===== config.mk =====
export PLATFORM = sky130hd
export DESIGN_NAME = mssw_front
export DESIGN_NICKNAME = d
export VERILOG_FILES = /design/src/rtl/core/max_sum_square_window_assert.svh /design/src/rtl/core/mssw_pkg.sv /design/src/rtl/core/mssw_front.sv
export SDC_FILE = /design/constraint.sdc
export NUM_CORES = 1
export LEC_CHECK = 0
export BUFFER_PORTS_ARGS = -buffer_cell sky130_fd_sc_hd__buf_2
export CORE_MARGIN = 5
export CORE_UTILIZATION = 50
export CTS_CLUSTER_DIAMETER = 200
export CTS_CLUSTER_SIZE = 8
export DETAILED_ROUTE_END_ITERATION = 8
export PLACE_DENSITY = 0.81
export SLEW_MARGIN = 40
export SYNTH_ARGS = -nofsm -noshare
export SYNTH_HDL_FRONTEND = slang
export SYNTH_SLANG_ARGS = --single-unit

===== constraint.sdc =====
create_clock -name clk -period 3.2 [get_ports clk]
set_input_delay 0.48 -clock clk [delete_from_list [all_inputs] [get_ports clk]]
set_output_delay 0.48 -clock clk [all_outputs]
set_load 0.01 [all_outputs]

===== src/rtl/core/max_sum_square_window_assert.svh =====
// ----------------------------------------------------------------------------
// max_sum_square_window_assert.svh
// Assertion macros used by the max_sum_square_window top level.
// The macros expect clk and an active-low rst_n in the scope of use.
// ----------------------------------------------------------------------------
`ifndef MAX_SUM_SQUARE_WINDOW_ASSERT_SVH
`define MAX_SUM_SQUARE_WINDOW_ASSERT_SVH

// Same-cycle implication, checked outside reset.
`define MSSW_ASSERT_IMP(lbl, ante, cons) \
  lbl: assert property (@(posedge clk) disable iff (!rst_n) (ante) |-> (cons)) \
    else $error("mssw: same-cycle check failed");

// Next-cycle implication, checked outside reset.
`define MSSW_ASSERT_NXT(lbl, ante, cons) \
  lbl: assert property (@(posedge clk) disable iff (!rst_n) (ante) |=> (cons)) \
    else $error("mssw: next-cycle check failed");

`endif


===== src/rtl/core/mssw_pkg.sv =====
// ----------------------------------------------------------------------------
// mssw_pkg
// Shared constants, item and result types of the maximum-sum window block.
// ----------------------------------------------------------------------------
package mssw_pkg;

  // Matrix geometry.
  localparam int MAX_SIDE   = 64;
  localparam int SIDE_W     = $clog2(MAX_SIDE);
  localparam int END_W      = SIDE_W + 1;
  localparam int SMEM_DEPTH = MAX_SIDE * MAX_SIDE;
  localparam int ADDR_W     = 2 * SIDE_W;

  // Field and datapath widths.
  localparam int SAMPLE_W = 16;
  localparam int POS_W    = 7;
  localparam int SUM_W    = 28;
  localparam int COL_W    = SAMPLE_W + SIDE_W;
  localparam int WIN_W    = SAMPLE_W + 2 * SIDE_W;

  // Most negative window sum, the cleared value of the best sum.
  localparam logic signed [WIN_W-1:0] WIN_MIN = {1'b1, {(WIN_W-1){1'b0}}};

  // Configuration registers.
  localparam int CFG_W     = 7;
  localparam int CFG_IDX_W = 1;
  localparam logic [CFG_IDX_W-1:0] REG_MATRIX_SIZE = 1'd0;
  localparam logic [CFG_IDX_W-1:0] REG_WINDOW_SIZE = 1'd1;
  localparam logic [CFG_W-1:0] MATRIX_SIZE_RST = 7'd64;
  localparam logic [CFG_W-1:0] WINDOW_SIZE_RST = 7'd1;

  // Queues.
  localparam int IQ_DEPTH = 4;
  localparam int IQ_PTR_W = $clog2(IQ_DEPTH);
  localparam int IQ_CNT_W = $clog2(IQ_DEPTH + 1);
  localparam int OQ_DEPTH = 8;
  localparam int OQ_PTR_W = $clog2(OQ_DEPTH);
  localparam int OQ_CNT_W = $clog2(OQ_DEPTH + 1);

  // One classified sample, passed from the front to the back.
  typedef struct packed {
    logic signed [SAMPLE_W-1:0] sample;
    logic [SIDE_W-1:0]          row;
    logic [SIDE_W-1:0]          col;
    logic [SIDE_W-1:0]          row_back;  // row leaving the column sum
    logic [SIDE_W-1:0]          col_back;  // column leaving the window sum
    logic                       start;     // first sample of a matrix
    logic                       last;      // last sample of a matrix
    logic                       sub_col;   // drop the old sample from the column
    logic                       sub_win;   // drop the old column from the window
    logic                       cand;      // a full window ends here
    logic                       fwd;       // window is one column wide
    logic                       kzero;     // empty window
  } item_t;

  // One result request.
  typedef struct packed {
    logic [POS_W-1:0]        end_row;
    logic [POS_W-1:0]        end_col;
    logic signed [SUM_W-1:0] best_sum;
    logic                    found;
  } result_t;

  // Occupancy seen by the top level.
  typedef struct packed {
    logic [OQ_CNT_W-1:0] oq_cnt;
    logic [1:0]          inflight;
  } back_stat_t;

endpackage


===== src/rtl/core/mssw_front.sv =====
// ----------------------------------------------------------------------------
// mssw_front
// Accepts samples, tracks the raster position and classifies each sample.
// ----------------------------------------------------------------------------
module mssw_front (
  input  logic                              clk,
  input  logic                              rst_n,
  input  logic                              in_push,
  input  logic signed [mssw_pkg::SAMPLE_W-1:0] in_sample_value,
  output logic                              in_full,
  input  logic                              cfg_we,
  input  logic [mssw_pkg::CFG_W-1:0]        matrix_size,
  input  logic [mssw_pkg::CFG_W-1:0]        window_size,
  input  logic                              iq_full,
  output logic                              iq_push,
  output mssw_pkg::item_t                   iq_item
);

  logic [mssw_pkg::SIDE_W-1:0] row_r;
  logic [mssw_pkg::SIDE_W-1:0] col_r;
  logic [mssw_pkg::END_W-1:0]  side;
  logic [mssw_pkg::SIDE_W-1:0] last_idx;
  int                          kk;
  int                          rr;
  int                          cc;
  int                          nn;

  // Effective matrix side: zero counts as one, large values saturate.
  always_comb begin
    if (matrix_size == '0) begin
      side = mssw_pkg::END_W'(1);
    end else if (32'(matrix_size) > mssw_pkg::MAX_SIDE) begin
      side = mssw_pkg::END_W'(mssw_pkg::MAX_SIDE);
    end else begin
      side = mssw_pkg::END_W'(matrix_size);
    end
  end

  assign last_idx = mssw_pkg::SIDE_W'(side - mssw_pkg::END_W'(1));

  assign in_full = iq_full;
  assign iq_push = in_push && !iq_full;

  // Raster position of the next sample; a configuration write restarts it.
  always_ff @(posedge clk) begin
    if (!rst_n || cfg_we) begin
      row_r <= '0;
      col_r <= '0;
    end else if (iq_push) begin
      if (col_r == last_idx) begin
        col_r <= '0;
        row_r <= (row_r == last_idx) ? '0 : row_r + 1'b1;
      end else begin
        col_r <= col_r + 1'b1;
      end
    end
  end

  assign kk = 32'(window_size);
  assign rr = 32'(row_r);
  assign cc = 32'(col_r);
  assign nn = 32'(side);

  // Classification of the sample at the current position.
  always_comb begin
    iq_item.sample   = in_sample_value;
    iq_item.row      = row_r;
    iq_item.col      = col_r;
    iq_item.row_back = mssw_pkg::SIDE_W'(rr - kk);
    iq_item.col_back = mssw_pkg::SIDE_W'(cc - kk);
    iq_item.start    = (row_r == '0) && (col_r == '0);
    iq_item.last     = (row_r == last_idx) && (col_r == last_idx);
    iq_item.sub_col  = (kk >= 1) && (rr >= kk);
    iq_item.sub_win  = (kk >= 1) && (cc >= kk);
    iq_item.cand     = (kk >= 1) && (kk <= nn) && (rr + 1 >= kk) && (cc + 1 >= kk);
    iq_item.fwd      = (kk == 1);
    iq_item.kzero    = (kk == 0);
  end

endmodule


Word-level counts from Yosys, hierarchy flattened. Cells that the tools add are included.

Muxes and demuxes: 4. Equal/unequal tests: 3. Add/sub/neg operators: 7. Order comparisons: 7. Reduce and logical (&&, ||, !) cells: 16.

Operators by type and width (number): 32-bit zero test (1); 6-bit by 1-bit adder with 7-bit output (second input constant) (2); 6-bit by 7-bit greater-or-equal comparator with 1-bit output (2); 7-bit greater-or-equal comparator (2); 7-bit 2-to-1 mux (2); 6-bit by 1-bit adder with 6-bit output (second input constant) (2); 6-bit == test (2); 6-bit zero test (2); 6-bit 2-to-1 mux (2); 6-bit subtractor (2); 1-bit logical AND (8); 7-bit by 2-bit == test with 1-bit output (second input constant) (1); 7-bit by 1-bit greater-or-equal comparator with 1-bit output (second input constant) (1); 7-bit > comparator (second input constant) (1); 7-bit <= comparator (1); 7-bit zero test (1); 6-bit by 1-bit subtractor with 6-bit output (second input constant) (1); 1-bit zero test (2); 2-bit AND reduction (1); 1-bit logical OR (1).

Register bits: 12. Output and inout bits: 49. Bits of input ports: 35. Word-level logic and storage cells: 39.

Logic depth before layout (Yosys ltp). Gate-level depths: netlist of the first run.

Depth after elaboration: 7. Gate-level depth with buffers: 12. Gate-level depth less buffers: 12.

Least setup slack after synthesis of the first run. No wires, ideal clock.

Path type: input-to-output. From: input port matrix_size[1] (netlist name). To: output port iq_item[5] (netlist name). Buffers on the path: 0. Data required time: 2.720 ns. Arrival time: 2.477 ns. Stages: 9. Path slack: 0.243 ns. Cells stage by stage: or4_4 > nor2_1 > o21ai_2 > ha_1 > xor2_1 > xnor2_1 > a311oi_2 > nand4_2 > nor2_1.

RTL lines: start: declaration (line mssw_front.sv:12) `input logic [mssw_pkg::CFG_W-1:0] matrix_size,`; end: declaration (line mssw_front.sv:16) `output mssw_pkg::item_t iq_item`.

==> metrics.md, run 1 <==
| Metric | Value |
|---|---|
| Outcome | `finished, final reports clean` |
| Final GP Congestion | `0.861` |
| Crit. End Element | `primary output` |
| Worst Tran Pin Value | `563 ps` |
| Drt pass-1 iters | `4` |
| P per Cell Area | `195 mW/mm^2` |
| Cell leakage power | `1.23 nW` |
| Initial antenna violation count | `0` |
| Synth cell types | `43` |
| Worst setup SP type | `input port` |
| CTS Root Cell | `clkbuf_8` |
| Port bufs | `51` |
| Post-DP HPWL | `4400 um` |
| Slowest-stage cell, CP | `or4_4` |
| Setup TNS | `0 ps` |
| Synth Net Count | `358` |
| Row cnt | `24` |
| Max Cap Viol | `0` |
| Hold slack | `523 ps` |
| Hold_buf cts | `0` |
| CTS Buf Count | `3` |
| Stages on the worst setup path | `11` |
| Tcrit/Tclk final | `0.964` |
| EDFF count, synth | `0` |
| FILL cells | `405` |
| Antenna Nets Post-Route | `0` |
| Worst path bufs/invs | `2` |
| First-pass GRT wire length | `9160 um` |
| CTS tree | `done` |
| Yosys reg bits | `12` |
| Critical Path End | `iq_item[5]` |
| Worst-Skew Late Latency | `240 ps` |
| Synth Warn # | `0` |
| Max Clk Rate | `324 MHz` |
| Final setup fails | `0` |
| Crit-path cells | `buf_2 -> or4_4 -> nor2_2 -> o21ai_2 -> ha_2 -> xor2_2 -> xnor2_1 -> a311oi_2 -> nand4_2 -> nor2_1 -> buf_2` |
| Final core utilization | `0.561` |
| Register Area | `241 sq um` |
| Largest net degree at the start of global routing | `15` |
| Die extent in x | `76.1 um` |
| CP startpoint | `matrix_size[1]` |
| Max FO, Critical Path | `4` |
| VDD IR max | `0.178 mV` |
| Worst slew margin | `0.623` |
| Syn avg cell area | `7.72 sq um` |
| Seq/Total Area, Yosys | `0.110` |
| Clk buf depth | `2` |
| Drt wl/cell | `14.8 um` |
| Chip Height | `76.1 um` |
| Syn-to-layout area delta | `10.2%` |
| Antenna diodes | `0` |
| Clk pin slew, worst setup/hold paths | `50 ps` |
| Cells after synthesis | `283` |
| Multi-input logic area | `0.00169 sq mm` |
| GRT Overall Usage | `0.182` |
| Vias per inst | `5.65` |
| Fin nets | `392` |
| Clk_skew | `2.84 ps` |
| Synth Flop Type | `dfxtp_1` |
| DR iter-0 viols | `112` |
| Top-Level Pins | `84` |
| Max incr delay on CP | `550 ps` |
| Crit path kind | `in -> out` |
| Starting Density | `0.509` |
| RSZ-0062 raised after global routing | `false` |
| Overflow after GRT | `0` |
| DIE AREA | `0.00579 sq mm` |
| Setup bufs post-CTS | `0` |
| Drt drc | `0` |
| TritonCTS Sinks | `12` |
| Ratio of cells with drive above 1 in the final layout | `0.251` |
| Required time of the critical path | `2720 ps` |
| Worst EP arrival | `2600 ps` |
| Final Max Slew Viols | `0` |
| CP dominant cell by count | `buf_2` |
| Total number of vias | `2,073` |
| Worst path top cell family by delay | `simple AND/OR/NAND/NOR gates` |
| Htree depth | `1` |
| Register-to-Register Path Depth | `6` |
| Mapped Area | `0.00219 sq mm` |
| Reg2reg setup slack | `1200 ps` |
| Reg2reg end | `row_r[2]$_SDFFE_PP0P_` |
| FFs w/ async S/R, synth | `0` |
| Final Hold Fails | `0` |
| Worst hold path type | `reg -> reg` |
| Core area | `0.00429 sq mm` |
| Tmin final | `3080 ps` |
| Reg2reg start | `row_r[5]$_SDFFE_PP0P_` |
| Final wirelength | `5430 um` |
| Vias in the first global route | `1,996` |
==> cell type report <==
type	count	area share
Clock buffer	3	0.0171
Inverter	23	0.0358
Multi-Input combinational cell	222	0.701
Sequential cell	12	0.100
Tap cell	52	0.0270
Timing Repair Buffer	55	0.118
==> flip-flops by register name (all words and copies together) (netlist names) <==
signal and cells:
col_r 6, row_r 6
==> routing by layer <==
metal  share of wire  track usage  wire length [um]  vias to the layer above
li1                -            -                 -                     1041
met1            0.43        0.235              2330                      955
met2            0.49        0.313              2660                       71
met3           0.073       0.0390               397                        6
met4          0.0083       0.0332                45                        0
met5               0            0                 0                        -
==> layout by cell type (no fill, tap or decap), drive strengths merged, types with 7 or more instances in the layout <==
cell | Yosys | routed
dfxtp | 12 | 12
xnor2 | 19 | 19
ha | 38 | 38
o21ai | 16 | 16
inv | 23 | 23
nor2 | 20 | 20
a21oi | 15 | 15
nand2b | 7 | 7
buf | 17 | 55
nand3 | 14 | 14
nor2b | 8 | 8
nand2 | 24 | 24
==> power by group <==
part | switching [W] | total [W] | internal (W)
Sequential | 0.000000507 | 0.000150 | 0.000150
Combinational | 0.0000989 | 0.000175 | 0.0000757
Clock | 0.0000602 | 0.000143 | 0.0000832
==> per-stage QoR <==
stage                     worst slack [ps]  power, W  instances  cell area, sq um
after floorplan                        243  0.000286        283              2190
after global placement                61.6  0.000321        364              2340
after detailed placement             -15.7  0.000325        364              2340
after CTS                             31.1  0.000468        367              2400
after global routing                  10.3  0.000495        367              2410
final                                  115  0.000469        367              2410
==> worst reg2reg max path, cell delays in order (launching register included) <==
cell,delay [ps]
dfxtp_1,420
or4_4,580
a311oi_2,230
nand4_2,150
buf_4,180
a32oi_1,200
o41ai_2,110
==> what timing repair did <==
action                     4_1_cts  5_1_grt
resized for setup                3        3
setup endpoints to repair        2        2
pin swaps                        0        2
==> cells in the mapped netlist, types with 3 or more instances <==
library cell	n	share of area
dfxtp_1	12	0.11
nand2_1	24	0.041
clkbuf_8	3	0.019
o21ai_1	4	0.0092
nand3_1	14	0.032
inv_1	23	0.039
ha_1	38	0.22
clkbuf_1	6	0.010
nor4_1	6	0.017
buf_4	17	0.058
a21o_1	5	0.017
nand4_1	4	0.011
xor2_1	6	0.024
o211ai_1	4	0.014
o21ai_0	11	0.025
xnor2_1	19	0.076
nand2b_1	6	0.017
and3_1	6	0.017
nor2_1	20	0.034
nor2b_1	8	0.023
a21oi_1	15	0.034
==> worst min path at each step <==
stage | startpoint | end | slack [ps] | cells past startpoint
6_report | col_r[1]$_SDFFE_PP0P_ | col_r[1]$_SDFFE_PP0P_ | 520 | 2
5_1_grt | col_r[1]$_SDFFE_PP0P_ | col_r[1]$_SDFFE_PP0P_ | 540 | 2
4_1_cts | col_r[1]$_SDFFE_PP0P_ | col_r[1]$_SDFFE_PP0P_ | 590 | 2
3_5_place_dp | col_r[1]$_SDFFE_PP0P_ | col_r[1]$_SDFFE_PP0P_ | 580 | 2
3_3_place_gp | col_r[5]$_SDFFE_PP0P_ | col_r[5]$_SDFFE_PP0P_ | 570 | 2
2_1_floorplan | col_r[1]$_SDFFE_PP0P_ | col_r[1]$_SDFFE_PP0P_ | 550 | 2
==> logic make-up after synthesis <==
| logic type | synth area share |
|---|---|
| compound gates | 0.165 |
| buf+inv | 0.127 |
| simple gates | 0.257 |
| mux | 0.00458 |
| flops | 0.110 |
| xor+xnor | 0.100 |
| fa+ha+maj | 0.236 |
(Power assumes the default switching activity.)
==> inputs of run 2 (changes only) <==
--- a/config.mk
+++ b/config.mk
@@ -5,13 +5,14 @@
 export SDC_FILE = /design/constraint.sdc
 export NUM_CORES = 1
 export LEC_CHECK = 0
+export ABC_AREA = 1
 export BUFFER_PORTS_ARGS = -buffer_cell sky130_fd_sc_hd__buf_2
 export CORE_MARGIN = 5
-export CORE_UTILIZATION = 50
+export CORE_UTILIZATION = 51
 export CTS_CLUSTER_DIAMETER = 200
 export CTS_CLUSTER_SIZE = 8
 export DETAILED_ROUTE_END_ITERATION = 8
-export PLACE_DENSITY = 0.81
+export PLACE_DENSITY = 0.83
 export SLEW_MARGIN = 40
 export SYNTH_ARGS = -nofsm -noshare
 export SYNTH_HDL_FRONTEND = slang
==> run 2 against run 1 <==
Clock power up 17%. Core utilization up 0.93 points. First-iteration DRC count up 16%. Sequential power about the same. Flip-flop and latch count unchanged. Via count up 12%. Largest power group unchanged.
==> metrics.md, run 2 <==
| Metric | Value |
|---|---|
| Slowest-stage cell, CP | `ha_1` |
| Yosys reg bits | `12 (unchanged)` |
| Cell Area, Placed | `0.00239 sq mm (+2.0%)` |
| VDD IR max | `0.220 mV (+23%)` |
| Commonest cells in the synthesized netlist | `73 x nand2_1, 54 x inv_1, 50 x nor2_1, 38 x ha_1, 26 x nand3_1` |
| Tmin final | `3000 ps (-86.8 ps)` |
| Final worst slack | `202 ps (+86.8 ps)` |
| DR iter-0 viols | `130 (+16%)` |
| Required time of the critical path | `2720 ps (about the same)` |
| Met3 usage | `0.0211 (-0.0179)` |
| Synth Net Count | `430 (+20%)` |
| Worst hold path type | `in -> reg` |
| Setup bufs post-CTS | `0 (unchanged)` |
| Port bufs | `51 (unchanged)` |
| CTS resizes | `0 (-3)` |
| Max Clk Rate | `334 MHz (+2.9%)` |
| Commonest cells after routing, fill and taps aside | `73 x nand2_1, 54 x inv_1, 51 x buf_2` |
| Drt pass-1 iters | `5 (+1)` |
| DIE AREA | `0.00576 sq mm (-0.59%)` |
| Fin nets | `466 (+19%)` |
| Synth Warn # | `0 (unchanged)` |
| Count leader, synth | `nand2_1` |
| Antenna diodes | `0 (unchanged)` |
| Worst slew margin | `0.689 (+0.0664)` |
| FILL cells | `424 (+4.7%)` |
| Initial antenna violation count | `0 (unchanged)` |
| Tcrit/Tclk final | `0.937 (-0.0271)` |
| Final setup fails | `0 (unchanged)` |
| Die extent in x | `75.9 um (-0.30%)` |
| Clk_skew | `1.44 ps (-1.40 ps)` |
| Crit. End Element | `primary output` |
| Clk buf depth | `2 (unchanged)` |
| Overflow after GRT | `0 (unchanged)` |
| Largest net degree at the start of global routing | `14 (-1)` |
| Final GP Congestion | `1.01 (+18%)` |
| P per Cell Area | `202 mW/mm^2 (+3.9%)` |
| Multi-input logic area | `0.00161 sq mm (-4.4%)` |
| Met2 Usage GRT | `0.329 (+0.0164)` |
| Worst path bufs/invs | `2 (unchanged)` |
| Syn-to-layout area delta | `10.6%` |
| Max incr delay on CP | `250 ps (-300 ps)` |
| CTS Buf Count | `3 (unchanged)` |
| Row cnt | `24 (unchanged)` |
| Largest area contributor in the netlist | `ha_1` |
| Max Cap Viol | `0 (unchanged)` |
| Synth cell types | `30 (-30%)` |
| GRT Overall Usage | `0.204 (+0.0216)` |
| Crit-path cells | `buf_2 -> nor2_1 -> nand2_1 -> o21bai_2 -> nand2_4 -> ha_1 -> nand2_1 -> nand3b_1 -> nand2_2 -> xor2_1 -> nor2_2 -> nand2_1 -> nor3_1 -> buf_2` |
| Final Max Slew Viols | `0 (unchanged)` |
| FFs w/ async S/R, synth | `0 (unchanged)` |
| First-pass GRT wire length | `9140 um (-0.23%)` |
| Seq/Total Area, Yosys | `0.108 (-0.00143)` |
| Design area | `0.00245 sq mm (+1.7%)` |
| CTS Root Cell | `clkbuf_8` |
| Vias in the first global route | `2,027 (+1.6%)` |
| Worst EP arrival | `2520 ps (-80 ps)` |
| Commonest non-fill, non-tap cell in the layout | `nand2_1` |
| Pre-CTS WS | `264 ps (+279 ps)` |
| Syn avg cell area | `6.24 sq um (-19%)` |
| Clk pin slew, worst setup/hold paths | `50 ps (about the same)` |
| Total number of vias | `2,314 (+12%)` |
| Yosys top cell area share | `0.215 (-0.00283)` |
| Area contributors post-synth | `ha_1 21%, nand2_1 12%, dfxtp_1 11%` |
| Worst Tran Pin Value | `464 ps (-98.7 ps)` |
| RSZ-0062 raised after global routing | `false` |
| Antenna Nets Post-Route | `0 (unchanged)` |
| Starting Density | `0.516 (+0.00670)` |
| Core area | `0.00429 sq mm (unchanged)` |
| Worst path top cell family by delay | `simple AND/OR/NAND/NOR gates` |
| Global routing met1 resource utilization | `0.265 (+0.0306)` |
| Worst setup SP type | `input port` |
| CTS tree | `done` |
| CP dominant cell by count | `nand2_1` |
| Hold_buf cts | `0 (unchanged)` |
| Register Area | `241 sq um (unchanged)` |
| Placed cells | `438 (+20%)` |
| Top-Level Pins | `84 (unchanged)` |
| GRT Max-Usage Layer | `met2` |
| Cell leakage power | `1.44 nW (+17%)` |
| Htree depth | `1 (unchanged)` |
| Vias per inst | `5.24 (-7.3%)` |
| Crit path kind | `in -> out` |
| Hold slack | `570 ps (+47.7 ps)` |
| Final wirelength | `5740 um (+5.8%)` |
| Setup TNS | `0 ps (unchanged)` |
| EDFF count, synth | `0 (unchanged)` |
| Synth Flop Type | `dfxtp_1` |
| Post-DP HPWL | `4840 um (+10%)` |
| Ratio of cells with drive above 1 in the final layout | `0.174 (-0.0764)` |
| Final Non-Filler Cells | `442 (+20%)` |
| Final Hold Fails | `0 (unchanged)` |
| Chip Height | `75.9 um (-0.30%)` |
| Cells after synthesis | `355 (+25%)` |
| Registers with the most flip-flops | `col_r (6), row_r (6)` |
| Worst-Skew Late Latency | `240 ps (about the same)` |
| Drt drc | `0 (unchanged)` |
| TritonCTS Sinks | `12 (unchanged)` |
| Mapped Area | `0.00221 sq mm (+1.3%)` |
| Drt wl/cell | `13.0 um (-12%)` |
| Outcome | `finished, final reports clean` |
| Max FO, Critical Path | `8 (+4)` |
[run 2: tightest hold or removal path: stages]
cell and delay [ps]:
buf_2 70, nor2_1 100, nand2_1 90, nor2_1 30
[run 2: worst paths after layout]
kind	startpoint	to	slack, ps	depth (start not counted)
max	matrix_size[0]	iq_item[5]	200	14
min	cfg_we	row_r[1]$_SDFFE_PP0P_	570	4
max reg2reg	row_r[2]$_SDFFE_PP0P_	row_r[1]$_SDFFE_PP0P_	1520	9
min reg2reg	col_r[4]$_SDFFE_PP0P_	col_r[4]$_SDFFE_PP0P_	580	2
[run 2: per-stage QoR]
stage                util  power (W)
floorplan               -   0.000293
global placement    0.557   0.000326
detailed placement  0.557   0.000330
CTS                 0.570   0.000501
global route        0.570   0.000527
finish              0.570   0.000495
[run 2: cell families after synthesis]
family | share of synthesized area
adder cells (fa/ha/maj) | 0.233
buffers and inverters | 0.163
AO/OA/AOI/OAI | 0.101
XOR/XNOR | 0.0672
AND/OR/NAND/NOR | 0.328
flip-flops | 0.108
[run 2: metal layers]
metal	part of all wire	routed length, um
met5	0	0
met4	0.036	206
met1	0.44	2540
met3	0.070	403
met2	0.45	2590
[run 2: power breakdown]
part	internal, W	total, W	switching (W)
Sequential	0.000150	0.000152	0.00000145
Combinational	0.0000681	0.000177	0.000109
Clock	0.000109	0.000167	0.0000579
Total	0.000327	0.000495	0.000168
[run 2: final cells by class]
type                       count  share of cell area
sequential                    12              0.0986
inverter                      56              0.0858
tap                           52              0.0266
multi-input combinational    266               0.659
timing repair buffer          52               0.107
clock buffer                   4              0.0225
==> inputs of run 3 (changes only) <==
--- a/config.mk
+++ b/config.mk
@@ -7,11 +7,12 @@
 export LEC_CHECK = 0
 export ABC_AREA = 1
 export BUFFER_PORTS_ARGS = -buffer_cell sky130_fd_sc_hd__buf_2
-export CORE_MARGIN = 5
+export CORE_MARGIN = 4
 export CORE_UTILIZATION = 51
 export CTS_CLUSTER_DIAMETER = 200
 export CTS_CLUSTER_SIZE = 8
 export DETAILED_ROUTE_END_ITERATION = 8
+export MAX_ROUTING_LAYER = met4
 export PLACE_DENSITY = 0.83
 export SLEW_MARGIN = 40
 export SYNTH_ARGS = -nofsm -noshare
==> run 3 against run 2 <==
Largest cell class unchanged. Clock-buffer cell count stayed put. Critical path depth did not move. Clock skew rose by 4.3 ps. Critical endpoint unchanged. Maximum frequency is 0.89% higher.
==> metrics.md, run 3 (same netlist as run 2, synthesis figures left out) <==
| Metric | Value |
|---|---|
| Outcome | `finished, final reports clean` |
| Port bufs | `51 (unchanged)` |
| Min-Delay Path Depth | `2 (-2)` |
| Sequential share of power | `0.306 (about the same)` |
| Clock power share | `0.338 (about the same)` |
| Max Cap Viol | `0 (unchanged)` |
| Tcrit/Tclk final | `0.929 (-0.00828)` |
| Setup bufs post-CTS | `0 (unchanged)` |
| Core area | `0.00409 sq mm (-4.8%)` |
| FILL cells | `388 (-8.5%)` |
| Drt pass-1 iters | `5 (unchanged)` |
| Worst slew margin | `0.663 (-0.0263)` |
| Vias in the first global route | `2,149 (+6.0%)` |
| Total number of vias | `2,333 (+0.82%)` |
| Largest net degree at the start of global routing | `14 (unchanged)` |
| Final wirelength | `5820 um (+1.4%)` |
| Initial antenna violation count | `0 (unchanged)` |
| Commonest non-fill, non-tap cell in the layout | `nand2_1` |
| Required time of the critical path | `2720 ps (about the same)` |
| Clk buf depth | `2 (unchanged)` |
| Register-to-Register Path Depth | `9 (unchanged)` |
| Register Area | `240 sq um (-0.52%)` |
| Hold_buf cts | `0 (unchanged)` |
| Switching share of total power | `0.340 (+0.000914)` |
| CTS tree | `done` |
| Pre-CTS WS | `266 ps (+2.13 ps)` |
| P per Cell Area | `202 mW/mm^2 (about the same)` |
| RSZ-0062 raised after global routing | `false` |
| CP startpoint | `matrix_size[6]` |
| Post-DP HPWL | `4890 um (+0.97%)` |
| P_int | `0.000327 W (about the same)` |
| Drt drc | `0 (unchanged)` |
| Reg2reg start | `row_r[2]$_SDFFE_PP0P_` |
| Die extent in x | `73.9 um (-2.6%)` |
| CTS Buf Count | `3 (unchanged)` |
| Setup TNS | `0 ps (unchanged)` |
| DIE AREA | `0.00546 sq mm (-5.2%)` |
| Multi-input logic area | `0.00161 sq mm (unchanged)` |
| Final GP Congestion | `1.01 (-0.71%)` |
| Overflow after GRT | `0 (unchanged)` |
| Worst setup SP type | `input port` |
| Cell Area, Placed | `0.00240 sq mm (+0.21%)` |
| GRT Overall Usage | `0.224 (+0.0205)` |
| Worst EP arrival | `2490 ps (-30 ps)` |
| Final Hold Fails | `0 (unchanged)` |
| Antenna Nets Post-Route | `0 (unchanged)` |
| DR iter-0 viols | `101 (-22%)` |
| Final setup fails | `0 (unchanged)` |
| Fin nets | `467 (+0.21%)` |
| TritonCTS Sinks | `12 (unchanged)` |
| Starting Density | `0.542 (+0.0262)` |
| Total power draw | `0.000496 W (+0.15%)` |
| Ratio of cells with drive above 1 in the final layout | `0.174 (-0.000446)` |
| Crit. End Element | `primary output` |
| Top-Level Pins | `84 (unchanged)` |
| Chip Height | `73.9 um (-2.6%)` |
| Syn-to-layout area delta | `10.7%` |
| Drt wl/cell | `13.2 um (+1.6%)` |
| Vias per inst | `5.29 (+1.0%)` |
| Sw power | `0.000169 W (+0.42%)` |
| Registers with the most flip-flops | `col_r (6), row_r (6)` |
| Crit path kind | `in -> out` |
| VDD IR max | `0.249 mV (+13%)` |
| Design area | `0.00245 sq mm (+0.15%)` |
| Hold_sp | `col_r[4]$_SDFFE_PP0P_` |
| Final Max Slew Viols | `0 (unchanged)` |
| Worst hold path type | `reg -> reg` |
| CTS Root Cell | `clkbuf_8` |
| Antenna diodes | `0 (unchanged)` |
| Htree depth | `1 (unchanged)` |
| Combinational share of power | `0.357 (about the same)` |
| Cell leakage power | `1.45 nW (+0.34%)` |
| Final worst slack | `229 ps (+26.5 ps)` |
| Max Clk Rate | `337 MHz (+0.89%)` |
| Clk pin slew, worst setup/hold paths | `50 ps (about the same)` |
| CTS resizes | `0 (unchanged)` |
| Worst Tran Pin Value | `504 ps (+39.3 ps)` |
| Commonest cells after routing, fill and taps aside | `73 x nand2_1, 54 x inv_1, 51 x buf_2` |
| Row cnt | `23 (-4.2%)` |
| Worst-Skew Late Latency | `250 ps (about the same)` |
| Clk_skew | `5.77 ps (+4.32 ps)` |
| Max FO, Critical Path | `8 (unchanged)` |
| Tmin final | `2970 ps (-26.5 ps)` |
| Final core utilization | `0.600 (+0.0299)` |
| First-pass GRT wire length | `9400 um (+2.8%)` |
==> run 3: changes by cell type in the layout (fill, tap and decap cells not counted) <==
cell,delta
buf_4,+1
dfxtp_2,-1
dfxtp_1,+1
==> run 3: layout make-up <==
| class | count | area share |
|---|---|---|
| Inverter | 56 | 0.0857 |
| Clock buffer | 4 | 0.0224 |
| Multi-Input combinational cell | 266 | 0.658 |
| Sequential cell | 12 | 0.0980 |
| Tap cell | 50 | 0.0255 |
| Timing Repair Buffer | 53 | 0.110 |
==> run 3: worst max-delay path, cell delays in order <==
cell and delay [ps]:
buf_2 140, inv_2 110, nand2_1 80, o21bai_2 210, nand2_4 110, ha_1 250
nand2_1 100, nand3b_1 150, nand2_2 80, xor2_1 150, nor2_2 140, nand2_1 160
nor3_1 180, buf_2 160
==> run 3: path summary, 6_finish.rpt <==
path / to / slack [ps]
hold / removal: col_r[4]$_SDFFE_PP0P_ / 590
setup reg to reg: row_r[2]$_SDFFE_PP0P_ / 1520
hold reg to reg: col_r[4]$_SDFFE_PP0P_ / 590
setup / recovery: iq_item[5] / 230
==> run 3: through the flow <==
| stage | hold slack [ps] | instances |
|---|---|---|
| floorplan | 543 | 355 |
| global placement | 561 | 437 |
| detailed placement | 569 | 437 |
| CTS | 576 | 441 |
| global route | 605 | 441 |
| finish | 586 | 441 |
==> run 3: power groups by stage <==
| stage | clock network [W] | registers (W) | logic, W |
|---|---|---|---|
| after floorplan | 0 | 0.000155 | 0.000138 |
| after detailed placement | 0 | 0.000155 | 0.000176 |
| final | 0.000167 | 0.000152 | 0.000177 |
| after global routing | 0.000177 | 0.000152 | 0.000201 |
| after CTS | 0.000172 | 0.000151 | 0.000177 |
| after global placement | 0 | 0.000155 | 0.000171 |
==> run 3: layer usage <==
layer | share of wire | vias up | global-route usage
li1 | - | 1197 | -
met4 | 0.045 | 0 | 0.131
met2 | 0.42 | 107 | 0.342
met3 | 0.071 | 27 | 0.0205
met1 | 0.46 | 1002 | 0.286
met5 | 0 | - | -
